==> src/design/sirs_pkg.sv <==
`default_nettype none

package sirs_pkg;

  localparam int VALUE_W       = 32;
  localparam int SYM_W         = 8;
  localparam int CFG_DATA_W    = 64;
  localparam int CFG_IDX_W     = 2;
  localparam int BASE_W        = 5;
  localparam int MAX_BASE_DEF  = 16;
  localparam int MAX_DIGITS    = 32;
  localparam int DIG_IDX_W     = $clog2(MAX_DIGITS);
  localparam int DIG_CNT_W     = $clog2(MAX_DIGITS + 1);
  localparam int BITS_PER_STEP = 8;
  localparam int DIV_STEPS     = VALUE_W / BITS_PER_STEP;
  localparam int STEP_W        = $clog2(DIV_STEPS);

  localparam logic [SYM_W-1:0] SYM_MINUS = 8'h2D;
  localparam logic [SYM_W-1:0] SYM_PLUS  = 8'h2B;
  localparam logic [SYM_W-1:0] SYM_NUL   = 8'h00;

  localparam logic [BASE_W-1:0]     BASE_SIZE_RST    = 5'd10;
  localparam logic [CFG_DATA_W-1:0] SYMBOLS_LOW_RST  = 64'h3736_3534_3332_3130;
  localparam logic [CFG_DATA_W-1:0] SYMBOLS_HIGH_RST = 64'h0000_0000_0000_3938;

  typedef enum logic [CFG_IDX_W-1:0] {
    CFG_BASE_SIZE    = 2'd0,
    CFG_SYMBOLS_LOW  = 2'd1,
    CFG_SYMBOLS_HIGH = 2'd2
  } cfg_idx_e;

  function automatic logic [SYM_W-1:0] digit_sym(logic [CFG_DATA_W-1:0] lo,
                                                 logic [CFG_DATA_W-1:0] hi,
                                                 logic [3:0] d);
    logic [2*CFG_DATA_W-1:0] tbl;
    tbl = {hi, lo};
    return tbl[{d, 3'b000} +: SYM_W];
  endfunction

endpackage

`default_nettype wire

==> src/design/signed_int_to_radix_symbols.sv <==
// Writes a signed 32-bit value as text in a configurable radix (2 to MAX_BASE) using a
// configurable alphabet of byte-wide symbols, one symbol per output beat, most significant
// digit first, with a leading '-' for negative values and last set on the final beat. An
// alphabet that is too short, too long, holds a repeated symbol, '+', '-' or a zero code
// gives a single beat with status 1 instead. Digits come from repeated division by the
// radix in a shared restoring divider that retires 8 quotient bits per cycle. All digits
// are found before the first beat, and a new value is taken only after the last beat is
// loaded. Configuration writes are taken every cycle and must only be issued while the
// block is idle.
`default_nettype none

module signed_int_to_radix_symbols #(
  parameter int MAX_BASE = sirs_pkg::MAX_BASE_DEF
) (
  input  wire                               clk_i,
  input  wire                               rst_ni,
  input  wire                               cfg_valid_i,
  output logic                              cfg_ready_o,
  input  wire  [sirs_pkg::CFG_IDX_W-1:0]    cfg_index_i,
  input  wire  [sirs_pkg::CFG_DATA_W-1:0]   cfg_data_i,
  input  wire                               in_valid_i,
  output logic                              in_ready_o,
  input  wire  signed [sirs_pkg::VALUE_W-1:0] value_i,
  output logic                              out_valid_o,
  input  wire                               out_ready_i,
  output logic [sirs_pkg::SYM_W-1:0]        symbol_o,
  output logic                              last_o,
  output logic                              status_o
);

  localparam int DIG_W = $clog2(MAX_BASE);
  localparam int CMP_W = sirs_pkg::BASE_W + 1;

  typedef enum logic [1:0] {
    S_IDLE,
    S_DIV,
    S_EMIT,
    S_ERR
  } state_e;

  state_e state_q;

  logic [sirs_pkg::BASE_W-1:0]     base_size_q;
  logic [sirs_pkg::CFG_DATA_W-1:0] symbols_low_q;
  logic [sirs_pkg::CFG_DATA_W-1:0] symbols_high_q;

  logic [sirs_pkg::VALUE_W-1:0]   work_q, work_d;
  logic [DIG_W-1:0]               rem_q, rem_d;
  logic [sirs_pkg::STEP_W-1:0]    step_q;
  logic [sirs_pkg::DIG_CNT_W-1:0] ndig_q;
  logic                           sign_q;
  logic [DIG_W-1:0]               dig_q [sirs_pkg::MAX_DIGITS];

  logic                           out_valid_q;
  logic [sirs_pkg::SYM_W-1:0]     symbol_q;
  logic                           last_q;
  logic                           status_q;

  logic                           alpha_ok;
  logic                           in_fire;
  logic                           out_free;
  logic                           out_load;
  logic                           div_done;
  logic [sirs_pkg::VALUE_W-1:0]   mag;
  logic [sirs_pkg::SYM_W-1:0]     rd_sym;

  assign cfg_ready_o = 1'b1;
  assign in_ready_o  = (state_q == S_IDLE);
  assign in_fire     = in_valid_i && in_ready_o;
  assign out_free    = !out_valid_q || out_ready_i;
  assign out_load    = out_free && (state_q == S_EMIT || state_q == S_ERR);
  assign out_valid_o = out_valid_q;
  assign symbol_o    = symbol_q;
  assign last_o      = last_q;
  assign status_o    = status_q;

  assign mag = value_i[sirs_pkg::VALUE_W-1] ? (~value_i + 1'b1) : value_i;

  // alphabet check
  always_comb begin
    logic [sirs_pkg::SYM_W-1:0] si;
    si       = '0;
    alpha_ok = (base_size_q >= sirs_pkg::BASE_W'(2)) &&
               (base_size_q <= sirs_pkg::BASE_W'(MAX_BASE));
    for (int i = 0; i < MAX_BASE; i++) begin
      if (sirs_pkg::BASE_W'(i) < base_size_q) begin
        si = sirs_pkg::digit_sym(symbols_low_q, symbols_high_q, 4'(i));
        if (si == sirs_pkg::SYM_PLUS || si == sirs_pkg::SYM_MINUS ||
            si == sirs_pkg::SYM_NUL) begin
          alpha_ok = 1'b0;
        end
        for (int j = i + 1; j < MAX_BASE; j++) begin
          if (sirs_pkg::BASE_W'(j) < base_size_q &&
              sirs_pkg::digit_sym(symbols_low_q, symbols_high_q, 4'(j)) == si) begin
            alpha_ok = 1'b0;
          end
        end
      end
    end
  end

  // one byte of restoring division by the radix
  always_comb begin
    logic [CMP_W-1:0]               trial;
    logic [sirs_pkg::BITS_PER_STEP-1:0] qbits;
    logic [DIG_W-1:0]               r;
    r     = rem_q;
    qbits = '0;
    trial = '0;
    for (int j = sirs_pkg::BITS_PER_STEP - 1; j >= 0; j--) begin
      trial = CMP_W'({r, work_q[sirs_pkg::VALUE_W - sirs_pkg::BITS_PER_STEP + j]});
      if (trial >= CMP_W'(base_size_q)) begin
        r        = DIG_W'(trial - CMP_W'(base_size_q));
        qbits[j] = 1'b1;
      end else begin
        r = DIG_W'(trial);
      end
    end
    rem_d  = r;
    work_d = {work_q[sirs_pkg::VALUE_W-sirs_pkg::BITS_PER_STEP-1:0], qbits};
  end

  assign div_done = (step_q == sirs_pkg::STEP_W'(sirs_pkg::DIV_STEPS - 1));
  assign rd_sym   = sirs_pkg::digit_sym(symbols_low_q, symbols_high_q, 4'(dig_q[0]));

  // digit stack: newest digit at the head, popped most significant first
  always_ff @(posedge clk_i) begin
    if (state_q == S_DIV && div_done) begin
      dig_q[0] <= rem_d;
      for (int k = 1; k < sirs_pkg::MAX_DIGITS; k++) begin
        dig_q[k] <= dig_q[k-1];
      end
    end else if (state_q == S_EMIT && out_free && !sign_q) begin
      for (int k = 0; k < sirs_pkg::MAX_DIGITS - 1; k++) begin
        dig_q[k] <= dig_q[k+1];
      end
    end
  end

  always_ff @(posedge clk_i or negedge rst_ni) begin
    if (!rst_ni) begin
      state_q        <= S_IDLE;
      base_size_q    <= sirs_pkg::BASE_SIZE_RST;
      symbols_low_q  <= sirs_pkg::SYMBOLS_LOW_RST;
      symbols_high_q <= sirs_pkg::SYMBOLS_HIGH_RST;
      work_q         <= '0;
      rem_q          <= '0;
      step_q         <= '0;
      ndig_q         <= '0;
      sign_q         <= 1'b0;
      out_valid_q    <= 1'b0;
      symbol_q       <= '0;
      last_q         <= 1'b0;
      status_q       <= 1'b0;
    end else begin
      if (cfg_valid_i && cfg_ready_o) begin
        case (cfg_index_i)
          sirs_pkg::CFG_BASE_SIZE:    base_size_q    <= cfg_data_i[sirs_pkg::BASE_W-1:0];
          sirs_pkg::CFG_SYMBOLS_LOW:  symbols_low_q  <= cfg_data_i;
          sirs_pkg::CFG_SYMBOLS_HIGH: symbols_high_q <= cfg_data_i;
          default: ;
        endcase
      end

      if (out_load) begin
        out_valid_q <= 1'b1;
      end else if (out_valid_q && out_ready_i) begin
        out_valid_q <= 1'b0;
      end

      case (state_q)
        S_IDLE: begin
          if (in_fire) begin
            work_q <= mag;
            sign_q <= value_i[sirs_pkg::VALUE_W-1];
            rem_q  <= '0;
            step_q <= '0;
            ndig_q <= '0;
            state_q <= alpha_ok ? S_DIV : S_ERR;
          end
        end
        S_DIV: begin
          if (div_done) begin
            work_q <= work_d;
            rem_q  <= '0;
            step_q <= '0;
            ndig_q <= ndig_q + 1'b1;
            if (work_d == '0) begin
              state_q <= S_EMIT;
            end
          end else begin
            work_q <= work_d;
            rem_q  <= rem_d;
            step_q <= step_q + 1'b1;
          end
        end
        S_EMIT: begin
          if (out_free) begin
            status_q    <= 1'b0;
            if (sign_q) begin
              symbol_q <= sirs_pkg::SYM_MINUS;
              last_q   <= 1'b0;
              sign_q   <= 1'b0;
            end else begin
              symbol_q <= rd_sym;
              last_q   <= (ndig_q == sirs_pkg::DIG_CNT_W'(1));
              ndig_q   <= ndig_q - 1'b1;
              if (ndig_q == sirs_pkg::DIG_CNT_W'(1)) begin
                state_q <= S_IDLE;
              end
            end
          end
        end
        S_ERR: begin
          if (out_free) begin
            symbol_q    <= sirs_pkg::SYM_NUL;
            last_q      <= 1'b1;
            status_q    <= 1'b1;
            state_q     <= S_IDLE;
          end
        end
        default: state_q <= S_IDLE;
      endcase
    end
  end

`ifndef ASSERT_OFF
  a_ndig_bound: assert property (@(posedge clk_i) disable iff (!rst_ni)
    ndig_q <= sirs_pkg::DIG_CNT_W'(sirs_pkg::MAX_DIGITS))
    else $error("digit count overflow");

  a_emit_has_digit: assert property (@(posedge clk_i) disable iff (!rst_ni)
    state_q == S_EMIT |-> ndig_q != '0)
    else $error("emitting with no digits stored");

  a_err_is_last: assert property (@(posedge clk_i) disable iff (!rst_ni)
    out_valid_o && status_o |-> last_o)
    else $error("invalid-alphabet beat not marked last");

  a_busy_after_accept: assert property (@(posedge clk_i) disable iff (!rst_ni)
    in_valid_i && in_ready_o |=> state_q != S_IDLE)
    else $error("accepted value left no work");

  a_div_step_range: assert property (@(posedge clk_i) disable iff (!rst_ni)
    state_q == S_DIV |-> rem_q < DIG_W'(MAX_BASE - 1) || rem_q == DIG_W'(MAX_BASE - 1))
    else $error("remainder out of range");
`endif

endmodule

`default_nettype wire
==> config.mk <==
export PLATFORM = sky130hd
export DESIGN_NAME = signed_int_to_radix_symbols
export DESIGN_NICKNAME = d
export VERILOG_FILES = /design/src/design/sirs_pkg.sv /design/src/design/signed_int_to_radix_symbols.sv
export SDC_FILE = /design/constraint.sdc
export NUM_CORES = 1
export LEC_CHECK = 0
export BUFFER_PORTS_ARGS = -buffer_cell sky130_fd_sc_hd__buf_2
export CAP_MARGIN = 20
export CORE_MARGIN = 5
export CORE_UTILIZATION = 35
export DETAILED_ROUTE_END_ITERATION = 12
export PLACE_DENSITY_LB_ADDON = 0.25
export SETUP_SLACK_MARGIN = 0.4
export SLEW_MARGIN = 20
export SYNTH_ARGS = -nofsm -noshare
export SYNTH_HDL_FRONTEND = slang
export SYNTH_SLANG_ARGS = --single-unit
==> constraint.sdc <==
create_clock -name clk_i -period 16.1 [get_ports clk_i]
set_clock_uncertainty 0.05 [all_clocks]
set_input_delay 3.22 -clock clk_i [delete_from_list [all_inputs] [get_ports clk_i]]
set_output_delay 3.22 -clock clk_i [all_outputs]
set_load 0.05 [all_outputs]
### After elaboration in Yosys (flattened, before gate mapping)

Memories as Yosys holds them, arrays and structs flattened.
Index checks and enable logic that the tools add are counted.

| storage, ports and cells | value |
|---|---|
| input bits | 103 |
| logic and storage cells | 687 |
| register bits after elaboration | 191 |
| output and inout bits | 13 |
| memories | 1 |
| memory bits (writable) | 128 |

Memory list:

| memory | depth | width | rd ports | clocked after memory_dff | write ports | RTL line | RTL |
|---|---|---|---|---|---|---|---|
| dig_q | 32 | 4 | 32 | 0 | 32 | signed_int_to_radix_symbols.sv:52 | `logic [DIG_W-1:0] dig_q [sirs_pkg::MAX_DIGITS];` |

| operators by class | value |
|---|---|
| $lt $le $gt $ge | 26 |
| reductions and logical operators | 195 |
| eq/ne operators | 166 |
| multiplexer cells | 241 |
| bitwise logic cells | 32 |
| add/subtract/negate cells | 12 |
| shift-type cells | 1 |

Operator list:

| operator | count |
|---|---|
| 8-bit equality test | 120 |
| 8-bit by 6-bit equality test with 1-bit output, second input constant | 32 |
| 1-bit two-way mux | 172 |
| 4-bit two-way mux | 41 |
| 8-bit logical NOT | 16 |
| 128-bit by 8-bit indexed part select with 8-bit output | 1 |
| 1-bit logical AND | 127 |
| 32-bit two-way mux | 2 |
| 32-bit case mux with 2 select lines | 1 |
| 5-bit >= comparator | 8 |
| 4-bit by 5-bit < comparator with 1-bit output, first input constant | 8 |
| 1-bit logical OR | 34 |
| 32-bit by 1-bit adder with 32-bit output, second input constant | 1 |
| 32-bit logical NOT | 1 |
| 32-bit NOT | 1 |
| 4-bit subtractor | 8 |
| 1-bit bitwise OR | 31 |
| 6-bit two-way mux | 4 |
| 8-bit two-way mux | 3 |
| 3-bit by 5-bit < comparator with 1-bit output, first input constant | 4 |
| 2-bit two-way mux | 10 |
| 6-bit case mux with 3 select lines | 1 |
| 8-bit case mux with 2 select lines | 1 |
| 1-bit by 5-bit < comparator with 1-bit output, first input constant | 2 |
| 23 further kinds | 44 |

### Depth between registers and ports, before layout

| logic depth | value |
|---|---|
| depth in word-level cells | 158 |
| mapped depth | 61 |
| depth with buffers taken out | 60 |

### Least setup slack after synthesis

No wires, ideal clock.

| path | value |
|---|---|
| kind | register -> register |
| start | register base_size_q[1] (netlist name) |
| end | register state_q[0] |
| clock period less this slack | 12967 ps |
| stages on the path, launching flop included | 55 |
| arrival time | 12792 ps |
| library setup time | 125 ps |
| buffers on the path | 1 |
| slack | 3133 ps |
| required time | 15925 ps |
| cells stage by stage | dfstp_2 -> buf_2 -> inv_1 -> ha_1 -> nor2b_1 -> o21ai_0 -> a31oi_1 -> a211oi_2 -> o21ai_0 -> ha_1 -> a21o_1 -> a21o_1 -> a211oi_1 -> nor2_1 -> mux2i_1 -> ha_1 -> nor2b_1 -> o21ai_0 -> (+19 left out) -> a31oi_1 -> a211oi_1 -> o21ai_0 -> ha_1 -> nor2b_1 -> o21ai_0 -> a21oi_1 -> a211oi_1 -> o21ai_0 -> ha_1 -> nor2b_1 -> o21ai_0 -> a21oi_1 -> a211oi_2 -> nand3_1 -> o41ai_1 -> nand2_1 -> mux2_2 |

| on the way | value |
|---|---|
| word-level cells in the longest chain between the ends | 19 |
| elaborated cells between the ends (all ways) | 33 |
| those cells by class | add/sub: 7; order compare: 8; eq/ne: 1; mux: 15; reduce/logical: 2 |

Ends and longest elaborated chain:

| what | RTL line | RTL |
|---|---|---|
| start, declared | signed_int_to_radix_symbols.sv:43 | `logic [sirs_pkg::BASE_W-1:0] base_size_q;` |
| start signal, assigned | signed_int_to_radix_symbols.sv:143 | `base_size_q <= sirs_pkg::BASE_SIZE_RST;` |
| start signal, assigned | signed_int_to_radix_symbols.sv:158 | `sirs_pkg::CFG_BASE_SIZE: base_size_q <= cfg_data_i[sirs_pkg::BASE_W-1:0];` |
| 4-bit subtractor / 5-bit >= comparator (equally long branches) | signed_int_to_radix_symbols.sv:113, signed_int_to_radix_symbols.sv:112 |  |
| 4-bit two-way mux | signed_int_to_radix_symbols.sv:112 | `if (trial >= CMP_W'(base_size_q)) begin` |
| 4-bit subtractor / 5-bit >= comparator (equally long branches) | signed_int_to_radix_symbols.sv:113, signed_int_to_radix_symbols.sv:112 |  |
| 4-bit two-way mux | signed_int_to_radix_symbols.sv:112 |  |
| 4-bit subtractor / 5-bit >= comparator (equally long branches) | signed_int_to_radix_symbols.sv:113, signed_int_to_radix_symbols.sv:112 |  |
| 4-bit two-way mux | signed_int_to_radix_symbols.sv:112 |  |
| 5-bit >= comparator / 4-bit subtractor (equally long branches) | signed_int_to_radix_symbols.sv:112, signed_int_to_radix_symbols.sv:113 |  |
| 4-bit two-way mux | signed_int_to_radix_symbols.sv:112 |  |
| (+3 left out) | - |  |
| 4-bit two-way mux | signed_int_to_radix_symbols.sv:112 |  |
| 4-bit subtractor / 5-bit >= comparator (equally long branches) | signed_int_to_radix_symbols.sv:113, signed_int_to_radix_symbols.sv:112 |  |
| 4-bit two-way mux | signed_int_to_radix_symbols.sv:112 |  |
| 5-bit >= comparator | signed_int_to_radix_symbols.sv:112 |  |
| 1-bit two-way mux | signed_int_to_radix_symbols.sv:112 |  |
| 32-bit logical NOT (*) | signed_int_to_radix_symbols.sv:188 | `if (work_d == '0) begin` |
| 2-bit by 1-bit != test with 1-bit output (no source line) (*) | - |  |
| 7-bit AND reduction (no source line) (*) | - |  |
| end signal, assigned | signed_int_to_radix_symbols.sv:179 | `state_q <= alpha_ok ? S_DIV : S_ERR;` |
| end, declared | signed_int_to_radix_symbols.sv:41 | `state_e state_q;` |

Mark *: on every way between the ends. The rest lies on a longest branch, timed or not.
A chain may end at the register's enable or synchronous reset.

### Worst setup path after layout

| path | value |
|---|---|
| start | register base_size_q[2] (netlist name) |
| end | register state_q[0] |

| on the way | value |
|---|---|
| word-level cells in the longest chain between the ends | 19 |
| elaborated cells between the ends (all ways) | 33 |
| those cells by class | add/sub: 7; order compare: 8; eq/ne: 1; mux: 15; reduce/logical: 2 |

Ends and longest elaborated chain:

| what | RTL line |
|---|---|
| 4-bit subtractor / 5-bit >= comparator (equally long branches) | signed_int_to_radix_symbols.sv:113, signed_int_to_radix_symbols.sv:112 |
| 4-bit two-way mux | signed_int_to_radix_symbols.sv:112 |
| 4-bit subtractor / 5-bit >= comparator (equally long branches) | signed_int_to_radix_symbols.sv:113, signed_int_to_radix_symbols.sv:112 |
| 4-bit two-way mux | signed_int_to_radix_symbols.sv:112 |
| 5-bit >= comparator / 4-bit subtractor (equally long branches) | signed_int_to_radix_symbols.sv:112, signed_int_to_radix_symbols.sv:113 |
| 4-bit two-way mux | signed_int_to_radix_symbols.sv:112 |
| 4-bit subtractor / 5-bit >= comparator (equally long branches) | signed_int_to_radix_symbols.sv:113, signed_int_to_radix_symbols.sv:112 |
| 4-bit two-way mux | signed_int_to_radix_symbols.sv:112 |
| (+3 left out) | - |
| 4-bit two-way mux | signed_int_to_radix_symbols.sv:112 |
| 5-bit >= comparator / 4-bit subtractor (equally long branches) | signed_int_to_radix_symbols.sv:112, signed_int_to_radix_symbols.sv:113 |
| 4-bit two-way mux | signed_int_to_radix_symbols.sv:112 |
| 5-bit >= comparator | signed_int_to_radix_symbols.sv:112 |
| 1-bit two-way mux | signed_int_to_radix_symbols.sv:112 |
| 32-bit logical NOT (*) | signed_int_to_radix_symbols.sv:188 |
| 2-bit by 1-bit != test with 1-bit output (no source line) (*) | - |
| 7-bit AND reduction (no source line) (*) | - |

Marks and branches as above.

==> implementation parameters <==
Parameter                              Value

Outcome
  Status    finished, final reports clean

Placement
  Gp weighted congestion    ~0.96
  Post-detailed-placement half-perimeter wirelength    ~66000 um
  Number of buffer cells added on primary ports    between 100 and 150

Min path
  Start point of the worst min-delay path    dig_q[1][56]
  Worst hold path class    reg2reg

Global routing
  Vias in the first global route    about 23000
  Pin count of the biggest net entering global routing    85
  First-pass GRT wire length    154700 um
  Antenna violations before repair    15
  Final global-route overflow total    0
  Global Route Usage Sum    22.29%

Detailed routing
  Number of nets still failing antenna checks after routing    0
  Per-cell routed wire length    between 20 and 25 um
  Final Routed Wirelength    104100 um
  DRT Pass-1 Iters    7
  Starting DRC count in detailed routing    between 2000 and 2500
  Total vias in the final route    24010
  DRC violation count after routing    0
  Via count normalized by instance count    5.706

Floorplan
  Initial core utilization    between 30% and 40%
  Horiz. Die Dim    300.0 um
  Number of cell rows    roughly 110
  Area of the core    83560 sq um
  Chip Height    ~300 um
  Die area    90020 sq um
  Number of primary I/O pins    116

Critical path
  Endpoint of the worst setup timing path    state_q[0]
  Worst R2R Path Depth    52
  Kind of start point of the critical path    register
  Required arrival time at the worst endpoint    ~17 ns
  Master of the slowest instance on the critical path    sky130_fd_sc_hd__dfrtp_1
  Number of buffer and inverter stages on the critical path    2
  Crit path largest cell delay    0.72 ns
  Type of the worst setup path    reg2reg
  WP data arrival    14.57 ns
  Family of cells with the greatest summed delay on the critical path    compound AO/OA/AOI/OAI gates
  Worst reg2reg path endpoint    state_q[0]
  CP most frequent cell    sky130_fd_sc_hd__o21ai_0
  Reg-to-Reg Start    base_size_q[2]
  Worst R2R Setup Slack    1.95 ns
  Worst setup path start    base_size_q[2]
  Number of logic stages on the critical path including buffering    between 50 and 60
  Critical Path Fanout Max    13
  Type of destination of the critical path    register

Timing
  Period utilization    between 80% and 90%
  Upper clock frequency limit    between 70 and 80 MHz
  Count of final setup violators    0
  Shortest period the worst path allows    14.15 ns
  Worst slew margin relative to its limit    roughly 23%
  RSZ-0062 raised after global routing    false
  Fin. max-slew vios    0
  Fin Setup TNS    0 ns
  Transition time at the pin with the least slew margin    1.152 ns
  Hold Violations, Final    0

Final layout
  Final-stage net count    between 3000 and 4000
  Fraction of layout cells with a size suffix above 1    19.43%
  Area Growth Syn to Fin    9.048%

Synth
  Portion of the post-synthesis area used by sequential elements    29.45%
  Post-synth top flop    sky130_fd_sc_hd__dfrtp_1
  Share of synthesized flip-flops with an asynchronous set or reset    between 50% and 60%
  Distinct cell type count of the synthesized netlist    74
  Post-synth net total    about 3300
  EDFF count, synth    between 100 and 150
  Ys Warns    0
  Post-synthesis sequential element count    319
  Number of standard cells after synthesis    3158
  Synthesized cell area    29440 sq um
  Syn Area/Cell    9.323 sq um

Clocking
  CTS H-Tree Depth    2
  Clock transition at the register clock pins on the worst setup and hold paths after CTS    0.06 ns
  Clock tree from TritonCTS    yes
  Clk Tree Root Cell    sky130_fd_sc_hd__clkbuf_16
  Max Buffers Root-to-Sink    3
  Cts-stage hold buffer count    0
  Number of gates resized after CTS    0
  CTS Sinks    319
  Number of buffers added by the clock tree synthesis step    39
  Clock latency at the later pin of the worst-skew pair    around 0.6 ns
  Post-CTS setup buffers    0

Flow run
  MaxCap Viol Count    0
## cell usage after synthesis (37+ instances only)
master | count | area share (%)
sky130_fd_sc_hd__buf_2 | 224 | 3.8
sky130_fd_sc_hd__mux2_2 | 200 | 7.6
sky130_fd_sc_hd__edfxtp_1 | 128 | 13
sky130_fd_sc_hd__clkbuf_1 | 60 | 0.76
sky130_fd_sc_hd__nor2_1 | 62 | 0.79
sky130_fd_sc_hd__a21oi_1 | 59 | 1.0
sky130_fd_sc_hd__xor2_1 | 307 | 9.1
sky130_fd_sc_hd__dfrtp_1 | 154 | 13
sky130_fd_sc_hd__nor3_1 | 81 | 1.4
sky130_fd_sc_hd__buf_1 | 52 | 0.66
sky130_fd_sc_hd__xnor2_1 | 717 | 21
sky130_fd_sc_hd__dfstp_2 | 37 | 3.3
sky130_fd_sc_hd__nand2_1 | 324 | 4.1
sky130_fd_sc_hd__ha_1 | 49 | 2.1
sky130_fd_sc_hd__nor4_1 | 94 | 2.0
sky130_fd_sc_hd__o21ai_0 | 97 | 1.6
sky130_fd_sc_hd__nand4_1 | 183 | 3.9
## cell families after synthesis
| kind of cell | count (synthesis) | share of synthesized area [%] |
|---|---|---|
| fa+ha+maj | 57 | 2.626 |
| compound gates | 281 | 6.175 |
| other cells | 1 | 0.01274 |
| mux | 251 | 10.91 |
| simple gates | 850 | 14.54 |
| xor+xnor | 1024 | 30.46 |
| flops | 319 | 29.45 |
| buf+inv | 375 | 5.822 |
## metrics by stage
step / cells / utilization (%) / hold WS (ns) / area, sq um / setup slack (ns)
6_report: 4208 / 38.42 / 0.3922 / 32100 / 1.954
5_1_grt: 4206 / 38.42 / 0.4077 / 32100 / 0.5314
4_1_cts: 4204 / 38.38 / 0.3967 / 32060 / 0.8188
3_5_place_dp: 4132 / 36.76 / 0.3828 / 30720 / 0.8689
3_3_place_gp: 4132 / 36.76 / 0.3821 / 30720 / 1.091
2_1_floorplan: 3158 / - / 0.3722 / 29440 / 3.133
## worst min path at each step
stage / depth (start not counted) / slack, ns / endpoint
after detailed placement: 0 / 0.38 / dig_q[1][60]
after floorplan: 0 / 0.37 / dig_q[1][60]
final: 0 / 0.39 / dig_q[1][60]
after global routing: 0 / 0.41 / dig_q[1][60]
after global placement: 0 / 0.38 / dig_q[1][61]
after CTS: 0 / 0.40 / dig_q[1][60]
## metal layers
metal | part of all wire, % | global-route usage, % | vias up
li1 | - | - | 10720
met1 | 41 | 29.58 | 11730
met2 | 44 | 34.50 | 1196
met3 | 9.4 | 5.055 | 348
met4 | 5.7 | 10.63 | 16
met5 | 0.087 | 0 | -
## final cells by class
class,instances,area (sq um)
Fill cell,8395,51450
Sequential cell,319,8672
Inverter,35,131.4
Clock buffer,47,1016
Clock inverter,25,331.6
Multi-Input combinational cell,2464,19110
Tap cell,1080,1351
Antenna cell,4,10.01
Timing Repair Buffer,234,1480
## sequential cells by signal, summed over array words and instances, names as in the netlist, 2 cells and up
register / cells
symbol_o: 8
symbols_low_q: 64
ndig_q: 6
symbols_high_q: 64
step_q: 2
rem_q: 4
dig_q: 128
work_q: 32
state_q: 2
base_size_q: 5
## cell usage in the layout, fill, tap and decap left out, types with 10 or more instances in the layout
master,instances
sky130_fd_sc_hd__mux4_2,36
sky130_fd_sc_hd__xnor2_1,717
sky130_fd_sc_hd__o31ai_1,10
sky130_fd_sc_hd__mux2i_1,15
sky130_fd_sc_hd__nor3_1,81
sky130_fd_sc_hd__dfrtp_1,152
sky130_fd_sc_hd__dfstp_2,37
sky130_fd_sc_hd__a31oi_1,35
sky130_fd_sc_hd__inv_1,35
sky130_fd_sc_hd__clkbuf_16,39
sky130_fd_sc_hd__mux2_2,200
sky130_fd_sc_hd__nand3_1,34
sky130_fd_sc_hd__or4_1,11
sky130_fd_sc_hd__buf_4,120
sky130_fd_sc_hd__nand2_1,323
sky130_fd_sc_hd__nor4_1,94
sky130_fd_sc_hd__ha_1,48
sky130_fd_sc_hd__buf_2,113
sky130_fd_sc_hd__nor2b_1,19
sky130_fd_sc_hd__nand4_1,183
sky130_fd_sc_hd__nor2_1,62
sky130_fd_sc_hd__edfxtp_1,128
sky130_fd_sc_hd__xor2_1,307
sky130_fd_sc_hd__a21oi_1,58
sky130_fd_sc_hd__o21ai_0,97
Power is left out: the tool's default activity adds up to more than one toggle a clock period on the data nets, which glitch-free logic cannot reach.
